[src/hw/rtl/txt2i64_pkg.sv]
package txt2i64_pkg;

  localparam int unsigned MAX_STRING = 65535;
  localparam logic [16:0] CNT_CAP =
    17'((MAX_STRING < 65535) ? MAX_STRING : 65535);

  localparam int unsigned QDEPTH = 2;

  // Digit code for a byte that is neither 0-9 nor a letter.
  localparam logic [5:0] DIGIT_NONE = 6'd63;
  localparam logic [5:0] BASE_HEX   = 6'd16;
  localparam logic [5:0] BASE_OCT   = 6'd8;
  localparam logic [5:0] BASE_DEC   = 6'd10;
  localparam logic [5:0] BASE_MAX   = 6'd36;

  localparam logic [1:0] ST_OK  = 2'd0;
  localparam logic [1:0] ST_OVF = 2'd1;
  localparam logic [1:0] ST_INV = 2'd2;

  localparam logic REG_RADIX  = 1'b0;
  localparam logic REG_SIGNED = 1'b1;

  localparam logic [63:0] S64_POS_SAT = 64'h7FFF_FFFF_FFFF_FFFF;
  localparam logic [63:0] S64_NEG_SAT = 64'h8000_0000_0000_0000;
  localparam logic [63:0] U64_SAT     = 64'hFFFF_FFFF_FFFF_FFFF;

  // One classified character as it waits in the queue.
  typedef struct packed {
    logic       last;
    logic       ws;
    logic       sign;
    logic       minus;
    logic       zero;
    logic       x;
    logic [5:0] digit;
  } cls_t;

  // Snapshot of a finished string, handed to the result stage.
  typedef struct packed {
    logic [63:0] acc;
    logic        ovf;
    logic        minus;
    logic        inv;
    logic        sgn;
    logic [15:0] cnt;
  } res_t;

endpackage

[src/hw/rtl/txt2i64_front.sv]
module txt2i64_front (
  input  logic                clk,
  input  logic                rst_n,
  input  logic                in_valid,
  output logic                in_ready,
  input  logic [7:0]          in_character,
  input  logic                in_last,
  output logic                q_valid,
  output txt2i64_pkg::cls_t   q_item,
  input  logic                q_pop
);

  localparam int PW = (txt2i64_pkg::QDEPTH > 1) ? $clog2(txt2i64_pkg::QDEPTH) : 1;
  localparam int CW = $clog2(txt2i64_pkg::QDEPTH + 1);

  txt2i64_pkg::cls_t q_mem_r [txt2i64_pkg::QDEPTH];
  logic [PW-1:0]     wr_ptr_r, wr_ptr_nxt;
  logic [PW-1:0]     rd_ptr_r, rd_ptr_nxt;
  logic [CW-1:0]     cnt_r, cnt_nxt;
  txt2i64_pkg::cls_t cls;
  logic [7:0]        lc;
  logic              push;

  always_comb begin
    lc        = in_character | 8'h20;
    cls.last  = in_last;
    cls.ws    = (in_character == 8'd32) ||
                ((in_character >= 8'd9) && (in_character <= 8'd13));
    cls.sign  = (in_character == 8'h2B) || (in_character == 8'h2D);
    cls.minus = (in_character == 8'h2D);
    cls.zero  = (in_character == 8'h30);
    cls.x     = (lc == 8'h78);
    if ((in_character >= 8'h30) && (in_character <= 8'h39)) begin
      cls.digit = 6'(in_character - 8'h30);
    end else if ((lc >= 8'h61) && (lc <= 8'h7A)) begin
      cls.digit = 6'(lc - 8'h61 + 8'd10);
    end else begin
      cls.digit = txt2i64_pkg::DIGIT_NONE;
    end
  end

  assign in_ready = (cnt_r != CW'(txt2i64_pkg::QDEPTH));
  assign push     = in_valid && in_ready;
  assign q_valid  = (cnt_r != '0);
  assign q_item   = q_mem_r[rd_ptr_r];

  always_comb begin
    wr_ptr_nxt = wr_ptr_r;
    rd_ptr_nxt = rd_ptr_r;
    if (push) begin
      wr_ptr_nxt = (wr_ptr_r == PW'(txt2i64_pkg::QDEPTH - 1)) ? '0 : wr_ptr_r + 1'b1;
    end
    if (q_pop) begin
      rd_ptr_nxt = (rd_ptr_r == PW'(txt2i64_pkg::QDEPTH - 1)) ? '0 : rd_ptr_r + 1'b1;
    end
    cnt_nxt = cnt_r + CW'(push) - CW'(q_pop);
  end

  always_ff @(posedge clk) begin
    if (!rst_n) begin
      wr_ptr_r <= '0;
      rd_ptr_r <= '0;
      cnt_r    <= '0;
    end else begin
      wr_ptr_r <= wr_ptr_nxt;
      rd_ptr_r <= rd_ptr_nxt;
      cnt_r    <= cnt_nxt;
    end
  end

  always_ff @(posedge clk) begin
    if (push) begin
      q_mem_r[wr_ptr_r] <= cls;
    end
  end

endmodule

[src/hw/rtl/txt2i64_back.sv]
module txt2i64_back (
  input  logic              clk,
  input  logic              rst_n,
  input  logic [5:0]        radix,
  input  logic              signed_mode,
  input  logic              q_valid,
  input  txt2i64_pkg::cls_t q_item,
  output logic              q_pop,
  input  logic              res_ready,
  output logic              res_valid,
  output txt2i64_pkg::res_t res
);

  typedef enum logic [2:0] {
    PH_WS,
    PH_START,
    PH_DIGITS,
    PH_XSEEN,
    PH_STOPPED
  } phase_t;

  phase_t      phase_r, phase_nxt;
  logic        minus_r, minus_nxt;
  logic [63:0] acc_r, acc_nxt;
  logic [5:0]  base_r, base_nxt;
  logic [15:0] cnt_r, cnt_nxt;
  logic        ovf_r, ovf_nxt;
  logic        zp_r, zp_nxt;

  logic [5:0]  v;
  logic        start_inv, start_zero, enter_start;
  logic [5:0]  start_base, mul_base, eff_base;
  logic [69:0] prod;
  logic [70:0] sum;
  logic [63:0] dig_acc;
  logic        dig_ovf;
  logic [16:0] t1, t2;
  logic [15:0] cnt_inc1, cnt_inc2;

  assign q_pop     = q_valid && (!q_item.last || res_ready);
  assign res_valid = q_pop && q_item.last;

  always_comb begin
    v          = q_item.digit;
    start_inv  = (radix == 6'd1) || (radix > txt2i64_pkg::BASE_MAX);
    start_zero = ((radix == 6'd0) || (radix == txt2i64_pkg::BASE_HEX)) && q_item.zero;
    start_base = (radix == 6'd0) ? txt2i64_pkg::BASE_DEC : radix;

    case (phase_r)
      PH_DIGITS: mul_base = base_r;
      PH_XSEEN:  mul_base = txt2i64_pkg::BASE_HEX;
      default:   mul_base = start_base;
    endcase

    // acc * base + digit overflows exactly when the bits above 63 are set.
    prod    = 70'(acc_r) * 70'(mul_base);
    sum     = 71'(prod) + 71'(v);
    dig_ovf = ovf_r || (sum[70:64] != '0);
    dig_acc = ovf_r ? acc_r : sum[63:0];

    t1       = 17'(cnt_r) + 17'd1;
    t2       = 17'(cnt_r) + 17'd2;
    cnt_inc1 = (t1 > txt2i64_pkg::CNT_CAP) ? txt2i64_pkg::CNT_CAP[15:0] : t1[15:0];
    cnt_inc2 = (t2 > txt2i64_pkg::CNT_CAP) ? txt2i64_pkg::CNT_CAP[15:0] : t2[15:0];

    phase_nxt = phase_r;
    minus_nxt = minus_r;
    acc_nxt   = acc_r;
    base_nxt  = base_r;
    cnt_nxt   = cnt_r;
    ovf_nxt   = ovf_r;
    zp_nxt    = zp_r;
    enter_start = 1'b0;

    case (phase_r)
      PH_WS: begin
        if (q_item.ws) begin
          cnt_nxt = cnt_inc1;
        end else if (q_item.sign) begin
          minus_nxt = q_item.minus;
          cnt_nxt   = cnt_inc1;
          phase_nxt = PH_START;
        end else begin
          enter_start = 1'b1;
        end
      end
      PH_START: begin
        enter_start = 1'b1;
      end
      PH_DIGITS: begin
        zp_nxt = 1'b0;
        if (zp_r && q_item.x) begin
          phase_nxt = PH_XSEEN;
        end else if (v < base_r) begin
          acc_nxt = dig_acc;
          ovf_nxt = dig_ovf;
          cnt_nxt = cnt_inc1;
        end else begin
          phase_nxt = PH_STOPPED;
        end
      end
      PH_XSEEN: begin
        // The x counts only once a hex digit follows it.
        if (v < txt2i64_pkg::BASE_HEX) begin
          base_nxt  = txt2i64_pkg::BASE_HEX;
          acc_nxt   = dig_acc;
          ovf_nxt   = dig_ovf;
          cnt_nxt   = cnt_inc2;
          phase_nxt = PH_DIGITS;
        end else begin
          phase_nxt = PH_STOPPED;
        end
      end
      default: begin
      end
    endcase

    if (enter_start) begin
      if (start_inv) begin
        base_nxt  = radix;
        cnt_nxt   = '0;
        phase_nxt = PH_STOPPED;
      end else if (start_zero) begin
        base_nxt  = (radix == 6'd0) ? txt2i64_pkg::BASE_OCT : txt2i64_pkg::BASE_HEX;
        zp_nxt    = 1'b1;
        acc_nxt   = '0;
        cnt_nxt   = cnt_inc1;
        phase_nxt = PH_DIGITS;
      end else begin
        base_nxt = start_base;
        if (v < start_base) begin
          acc_nxt   = dig_acc;
          ovf_nxt   = dig_ovf;
          cnt_nxt   = cnt_inc1;
          phase_nxt = PH_DIGITS;
        end else begin
          cnt_nxt   = '0;
          phase_nxt = PH_STOPPED;
        end
      end
    end

    eff_base  = (base_nxt != 6'd0) ? base_nxt : radix;
    res.acc   = acc_nxt;
    res.ovf   = ovf_nxt;
    res.minus = minus_nxt;
    res.inv   = (eff_base == 6'd1) || (eff_base > txt2i64_pkg::BASE_MAX);
    res.sgn   = signed_mode;
    res.cnt   = ((phase_nxt == PH_WS) || (phase_nxt == PH_START)) ? '0 : cnt_nxt;
  end

  always_ff @(posedge clk) begin
    if (!rst_n || (q_pop && q_item.last)) begin
      phase_r <= PH_WS;
      minus_r <= 1'b0;
      acc_r   <= '0;
      base_r  <= '0;
      cnt_r   <= '0;
      ovf_r   <= 1'b0;
      zp_r    <= 1'b0;
    end else if (q_pop) begin
      phase_r <= phase_nxt;
      minus_r <= minus_nxt;
      acc_r   <= acc_nxt;
      base_r  <= base_nxt;
      cnt_r   <= cnt_nxt;
      ovf_r   <= ovf_nxt;
      zp_r    <= zp_nxt;
    end
  end

endmodule

[src/hw/rtl/txt2i64_finish.sv]
module txt2i64_finish (
  input  logic              clk,
  input  logic              rst_n,
  input  logic              res_valid,
  input  txt2i64_pkg::res_t res,
  output logic              res_ready,
  output logic              out_valid,
  input  logic              out_ready,
  output logic [63:0]       out_value,
  output logic [15:0]       out_consumed,
  output logic [1:0]        out_status
);

  logic              fin_valid_r;
  txt2i64_pkg::res_t fin_r;
  logic              out_valid_r;
  logic [63:0]       value_r, value_nxt;
  logic [15:0]       consumed_r, consumed_nxt;
  logic [1:0]        status_r, status_nxt;
  logic              out_can;
  logic [63:0]       mag;
  logic              big;

  assign out_can   = !out_valid_r || out_ready;
  assign res_ready = !fin_valid_r || out_can;

  always_comb begin
    mag = fin_r.minus ? (64'd0 - fin_r.acc) : fin_r.acc;
    // Magnitude above the signed limit for the seen sign.
    big = fin_r.minus ? (fin_r.acc[63] && (fin_r.acc[62:0] != '0)) : fin_r.acc[63];
    value_nxt    = mag;
    consumed_nxt = fin_r.cnt;
    status_nxt   = txt2i64_pkg::ST_OK;
    if (fin_r.inv) begin
      value_nxt    = '0;
      consumed_nxt = '0;
      status_nxt   = txt2i64_pkg::ST_INV;
    end else if (fin_r.sgn) begin
      if (fin_r.ovf || big) begin
        value_nxt  = fin_r.minus ? txt2i64_pkg::S64_NEG_SAT : txt2i64_pkg::S64_POS_SAT;
        status_nxt = txt2i64_pkg::ST_OVF;
      end
    end else if (fin_r.ovf) begin
      value_nxt  = txt2i64_pkg::U64_SAT;
      status_nxt = txt2i64_pkg::ST_OVF;
    end
  end

  always_ff @(posedge clk) begin
    if (!rst_n) begin
      fin_valid_r <= 1'b0;
      out_valid_r <= 1'b0;
    end else begin
      if (res_ready) begin
        fin_valid_r <= res_valid;
      end
      if (out_can) begin
        out_valid_r <= fin_valid_r;
      end
    end
  end

  always_ff @(posedge clk) begin
    if (res_ready && res_valid) begin
      fin_r <= res;
    end
    if (out_can && fin_valid_r) begin
      value_r    <= value_nxt;
      consumed_r <= consumed_nxt;
      status_r   <= status_nxt;
    end
  end

  assign out_valid    = out_valid_r;
  assign out_value    = value_r;
  assign out_consumed = consumed_r;
  assign out_status   = status_r;

endmodule

[src/hw/rtl/integer_text_to_int64_parser.sv]
// Channel   Ports                                         Moves
// in        in_valid/in_ready, in_character, in_last      one byte of a string
// out       out_valid/out_ready, out_value/consumed/status one result per last byte
// cfg       psel/penable/pwrite/paddr/pwdata/prdata        radix, signed_mode
//
// One byte is taken per cycle while the queue has room; the digit step (64x6 multiply, add,
// carry-out check) is the combinational loop that sets this rate.
// After its last byte is accepted, a result is registered in the finish stage, then in the output registers.
// Reset is synchronous and active low; it empties the queue and both result stages.
// A stalled output fills the result stages, then the two-entry queue, then drops in_ready.
module integer_text_to_int64_parser (
  input  logic        clk,
  input  logic        rst_n,
  input  logic        in_valid,
  output logic        in_ready,
  input  logic [7:0]  in_character,
  input  logic        in_last,
  output logic        out_valid,
  input  logic        out_ready,
  output logic [63:0] out_value,
  output logic [15:0] out_consumed,
  output logic [1:0]  out_status,
  input  logic        psel,
  input  logic        penable,
  input  logic        pwrite,
  input  logic [2:0]  paddr,
  input  logic [31:0] pwdata,
  output logic [31:0] prdata,
  output logic        pready
);

  logic [5:0]        radix_r;
  logic              sgn_r;
  logic              q_valid, q_pop;
  txt2i64_pkg::cls_t q_item;
  logic              res_valid, res_ready;
  txt2i64_pkg::res_t res;
  logic              wr_en;

  assign pready = 1'b1;
  assign wr_en  = psel && penable && pwrite && pready;

  always_ff @(posedge clk) begin
    if (!rst_n) begin
      radix_r <= 6'd0;
      sgn_r   <= 1'b1;
    end else if (wr_en) begin
      case (paddr[2])
        txt2i64_pkg::REG_RADIX:  radix_r <= pwdata[5:0];
        txt2i64_pkg::REG_SIGNED: sgn_r   <= pwdata[0];
        default: begin
        end
      endcase
    end
  end

  always_comb begin
    case (paddr[2])
      txt2i64_pkg::REG_RADIX:  prdata = {26'd0, radix_r};
      txt2i64_pkg::REG_SIGNED: prdata = {31'd0, sgn_r};
      default:                 prdata = '0;
    endcase
  end

  txt2i64_front u_front (
    .clk          (clk),
    .rst_n        (rst_n),
    .in_valid     (in_valid),
    .in_ready     (in_ready),
    .in_character (in_character),
    .in_last      (in_last),
    .q_valid      (q_valid),
    .q_item       (q_item),
    .q_pop        (q_pop)
  );

  txt2i64_back u_back (
    .clk         (clk),
    .rst_n       (rst_n),
    .radix       (radix_r),
    .signed_mode (sgn_r),
    .q_valid     (q_valid),
    .q_item      (q_item),
    .q_pop       (q_pop),
    .res_ready   (res_ready),
    .res_valid   (res_valid),
    .res         (res)
  );

  txt2i64_finish u_finish (
    .clk          (clk),
    .rst_n        (rst_n),
    .res_valid    (res_valid),
    .res          (res),
    .res_ready    (res_ready),
    .out_valid    (out_valid),
    .out_ready    (out_ready),
    .out_value    (out_value),
    .out_consumed (out_consumed),
    .out_status   (out_status)
  );

endmodule

[config.mk]
export PLATFORM = sky130hd
export DESIGN_NAME = integer_text_to_int64_parser
export DESIGN_NICKNAME = d
export VERILOG_FILES = /design/src/hw/rtl/txt2i64_pkg.sv /design/src/hw/rtl/txt2i64_front.sv /design/src/hw/rtl/txt2i64_back.sv /design/src/hw/rtl/txt2i64_finish.sv /design/src/hw/rtl/integer_text_to_int64_parser.sv
export SDC_FILE = /design/constraint.sdc
export NUM_CORES = 2
export LEC_CHECK = 0
export ABC_AREA = 1
export BUFFER_PORTS_ARGS = -buffer_cell sky130_fd_sc_hd__buf_2
export CAP_MARGIN = 20
export CORE_MARGIN = 5
export CORE_UTILIZATION = 35
export CTS_CLUSTER_DIAMETER = 40
export DETAILED_ROUTE_END_ITERATION = 6
export HOLD_SLACK_MARGIN = 0.06
export SYNTH_ARGS = -nofsm -noshare
export SYNTH_HDL_FRONTEND = slang
export SYNTH_HIERARCHICAL = 1
export SYNTH_SLANG_ARGS = --single-unit
export TNS_END_PERCENT = 10
[constraint.sdc]
create_clock -name clk -period 11.6 [get_ports clk]
set_input_delay 0.58 -clock clk [delete_from_list [all_inputs] [get_ports clk]]
set_output_delay 0.58 -clock clk [all_outputs]
set_load 0.005 [all_outputs]
==> reports/qor.txt <==
STATUS
---------------------------------------------------------------------------------
Outcome                                                              complete, no violations

ROUTING
---------------------------------------------------------------------------------
Total Routed Length                                                        101 mm
Violation count after the first detailed-route iteration                     2318
Wire length per cell after detailed routing                               16.7 um
Vias                                                                        30100
Number of nets with antenna violations after detailed routing                   0
DRT Pass-1 Iters                                                                6
Number of remaining DRC errors                                                  0
Via density                                                                  5.00

CLOCK NETWORK
---------------------------------------------------------------------------------
CTS tree                                                                      yes
Register clock-pin slew on the reported worst setup and hold paths        0.07 ns
Clock Latency Late Sink                                                   0.61 ns
Clock root buffer master                                             sky130_fd_sc_hd__clkbuf_16
Number of resized instances in the post-cts repair step                         0
TritonCTS buffer count                                                         53
Maximum count of clock buffers along a single path                              3
Clock sink count                                                              296
Number of setup buffers added after CTS                                         0
Max H-tree Level                                                                2
Number of hold buffers added after cts                                          0

SYNTH
---------------------------------------------------------------------------------
Gate count of the mapped netlist                                             4689
Post-synth EDFFs                                                              190
Primary FF master, synth                                             sky130_fd_sc_hd__edfxtp_1
Post-synth top area cell                                             sky130_fd_sc_hd__edfxtp_1
Number of different library cells in the post-synthesis netlist                59
Mean instance size in the synthesized netlist                            6.93 um2
Most common cell in the synthesized netlist                          sky130_fd_sc_hd__nand2_1
Sequential area share after synthesis                                       0.241
Top post-synthesis cells by count                                    1137 x sky130_fd_sc_hd__nand2_1, 803 x sky130_fd_sc_hd__nor2_1, 686 x sky130_fd_sc_hd__inv_1
Count of synthesis-stage warnings from yosys                                    6
Synthesis-stage register bit count                                            296
Main area contributors after synthesis                               sky130_fd_sc_hd__edfxtp_1 18%, sky130_fd_sc_hd__fa_1 16%, sky130_fd_sc_hd__nand2_1 13%, sky130_fd_sc_hd__nor2_1 9.3%, sky130_fd_sc_hd__inv_1 7.9%
Ys async rst share                                                              0
Cell area after technology mapping                                     0.0325 mm2
Yosys top cell area share                                                   0.175

CRITICAL PATH
---------------------------------------------------------------------------------
Critical Path Sink Type                                                  register
Slowest-stage cell, CP                                               sky130_fd_sc_hd__clkinv_1
CP required                                                              11.95 ns
Max Fanout on Critical Path                                                    34
Capture point of the worst reg-to-reg path                           u_finish/fin_r[64]$_DFFE_PP_
Data arrival at the endpoint of the critical path                         8.81 ns
Count of buffer and inverter cells on the critical path                         7
Startpoint type of the worst setup path                                  register
CP Class                                                                  reg2reg
Depth of the most critical reg-to-reg path                                     27
Worst path max stage delay                                                0.77 ns
Origin of the critical flop-to-flop path                             u_back/phase_r[2]$_SDFFE_PP0P_
Family with the most delay on the worst path                         buffers and inverters
Internal reg-to-reg setup slack                                           3.14 ns

STA
---------------------------------------------------------------------------------
Worst-case clock skew                                                   0.0375 ns
Number of setup violations in the final report                                  0
Sum of negative setup slack                                                  0 ns
Count of final max-slew check failures                                          0
Worst slew slack as a fraction of its limit                                 0.319
RSZ-0062 raised after global routing                                        false
Final critical path time including I/O delays and setup                   8.46 ns
Tightest Pin Transition                                                   1.02 ns
Final Cycle Share                                                           0.729
Number of hold violations in the final report                                   0
Max Fclk                                                                0.118 GHz

PLACE
---------------------------------------------------------------------------------
Count of input and output buffers                                             112
Half-perimeter wire length of the detailed placement result               79.2 mm
Placer Congestion                                                           0.985

WORST HOLD PATH
---------------------------------------------------------------------------------
Min-Delay Path Class                                                       in2reg
End point of the most critical hold path                             u_front/q_mem_r[1][11]$_DFFE_PP_
Worst hold path depth                                                           1
Min-delay src                                                             in_last

JOB
---------------------------------------------------------------------------------
Number of max-cap violations                                                    0

GLOBAL ROUTE
---------------------------------------------------------------------------------
Vias in the first global route                                              29200
Number of antenna violations at the first check in global routing               3
Global-route wire length before repair                                     160 mm
All-layer global routing usage                                              0.200
Remaining Overflow, GRT                                                         0
Maximum number of pins on one net before global-route repair                   84

FLOORPLAN
---------------------------------------------------------------------------------
Die height                                                                 315 um
Count of pins on the block boundary                                           168
Initial Utilization                                                         0.354
Floorplan die width                                                        315 um
Std-Cell Core Area                                                     0.0919 mm2
Die area                                                               0.0991 mm2
Standard-cell rows                                                            111

FINISH
---------------------------------------------------------------------------------
Ant diodes                                                                      0
Fraction of layout instances using a drive strength above 1                0.0695
Area overhead of the layout relative to synthesis                           10.4%
Nets@finish                                                                  5214

PWR
---------------------------------------------------------------------------------
Worst voltage drop across the vdd grid                                   0.139 mV
Leakage                                                                   17.9 nW
Power per unit of standard cell area                                   256 mW/mm2
Post-layout total power                                                   9.20 mW

-- logic make-up (layout without fill, tap and decap cells) --
logic type	count (synthesis)	after routing	synth area share
compound gates	598	598	0.101
xor+xnor	76	76	0.0205
fa+ha+maj	428	428	0.223
buf+inv	897	962	0.112
flops	296	296	0.241
mux	12	12	0.00416
other cells	2	27	0.000231
simple gates	2380	2380	0.299
-- area by class of cell --
type	count	area, um2
well taps	1243	1560
inverters	720	2710
clock inverters	34	413
repair buffers	143	793
clock buffers	65	1410
multi-input cells	3521	21200
flip-flops and latches	296	7830
fillers	9758	56100
-- sequential cells by signal, summed over array words and instances, names as in the netlist, 2 cells and up, named ones only --
signal / count
u_finish/fin_r: 84
u_back/acc_r: 64
u_finish/out_value: 64
u_front/q_mem_r: 24
u_back/cnt_r: 16
u_finish/out_consumed: 16
radix_r: 6
u_back/base_r: 6
u_back/phase_r: 3
u_finish/out_status: 2
u_front/cnt_r: 2
-- through the flow --
step           cells  hold slack [ns]  worst slack (ns)  utilization  area (um2)
2_1_floorplan   4714            0.447              5.82            -       32600
3_3_place_gp    5921            0.463              3.33        0.370       34000
3_5_place_dp    5921            0.458              3.26        0.370       34000
4_1_cts         6020            0.130              3.25        0.390       35900
5_1_grt         6022            0.141              2.67        0.390       35900
6_report        6022            0.169              3.14        0.390       35900
-- cells in the final DEF, fill, tap and decap left out, types with 9 or more instances in the layout --
cell	n
sky130_fd_sc_hd__nand2_1	1136
sky130_fd_sc_hd__nor2_1	803
sky130_fd_sc_hd__inv_1	683
sky130_fd_sc_hd__nand3_1	319
sky130_fd_sc_hd__a21oi_1	266
sky130_fd_sc_hd__fa_1	252
sky130_fd_sc_hd__o21ai_0	223
sky130_fd_sc_hd__edfxtp_1	190
sky130_fd_sc_hd__ha_1	176
sky130_fd_sc_hd__buf_2	112
sky130_fd_sc_hd__dfxtp_1	106
sky130_fd_sc_hd__clkbuf_16	54
sky130_fd_sc_hd__xor2_1	51
sky130_fd_sc_hd__o211ai_1	31
sky130_fd_sc_hd__buf_4	31
sky130_fd_sc_hd__nor3_1	28
sky130_fd_sc_hd__conb_1	27
sky130_fd_sc_hd__nand4_1	27
sky130_fd_sc_hd__xnor2_1	25
sky130_fd_sc_hd__inv_2	20
sky130_fd_sc_hd__o21bai_1	19
sky130_fd_sc_hd__o21ai_2	14
sky130_fd_sc_hd__nor2_2	14
sky130_fd_sc_hd__clkinv_1	14
sky130_fd_sc_hd__mux2_2	12
sky130_fd_sc_hd__o21ai_1	10
sky130_fd_sc_hd__clkbuf_1	9
-- worst max path at each step --
stage                                              start                           end  slack, ns  depth (start not counted)
final                     u_back/phase_r[2]$_SDFFE_PP0P_  u_finish/fin_r[64]$_DFFE_PP_       3.14                         27
after global routing      u_back/phase_r[1]$_SDFFE_PP0P_  u_finish/fin_r[64]$_DFFE_PP_       2.67                         32
after CTS                 u_back/phase_r[2]$_SDFFE_PP0P_  u_finish/fin_r[80]$_DFFE_PP_       3.25                         27
after detailed placement  u_back/phase_r[2]$_SDFFE_PP0P_  u_finish/fin_r[64]$_DFFE_PP_       3.26                         27
after global placement    u_back/phase_r[2]$_SDFFE_PP0P_  u_finish/fin_r[80]$_DFFE_PP_       3.33                         31
after floorplan           u_back/phase_r[2]$_SDFFE_PP0P_  u_finish/fin_r[19]$_DFFE_PP_       5.82                         36
-- power by group --
group	switching (mW)	internal, mW	total, mW
combinational	3.95	1.79	5.74
clock	0.613	0.943	1.56
sequential	0.270	1.64	1.91
total	4.83	4.37	9.20
-- routing by layer --
metal	vias up	wire length, um	track usage
li1	14900	-	-
met1	14100	45600	0.273
met2	966	46100	0.330
met3	162	6110	0.0270
met4	2	3080	0.0614
met5	-	13	0
Power figures use the tool's default switching activity.
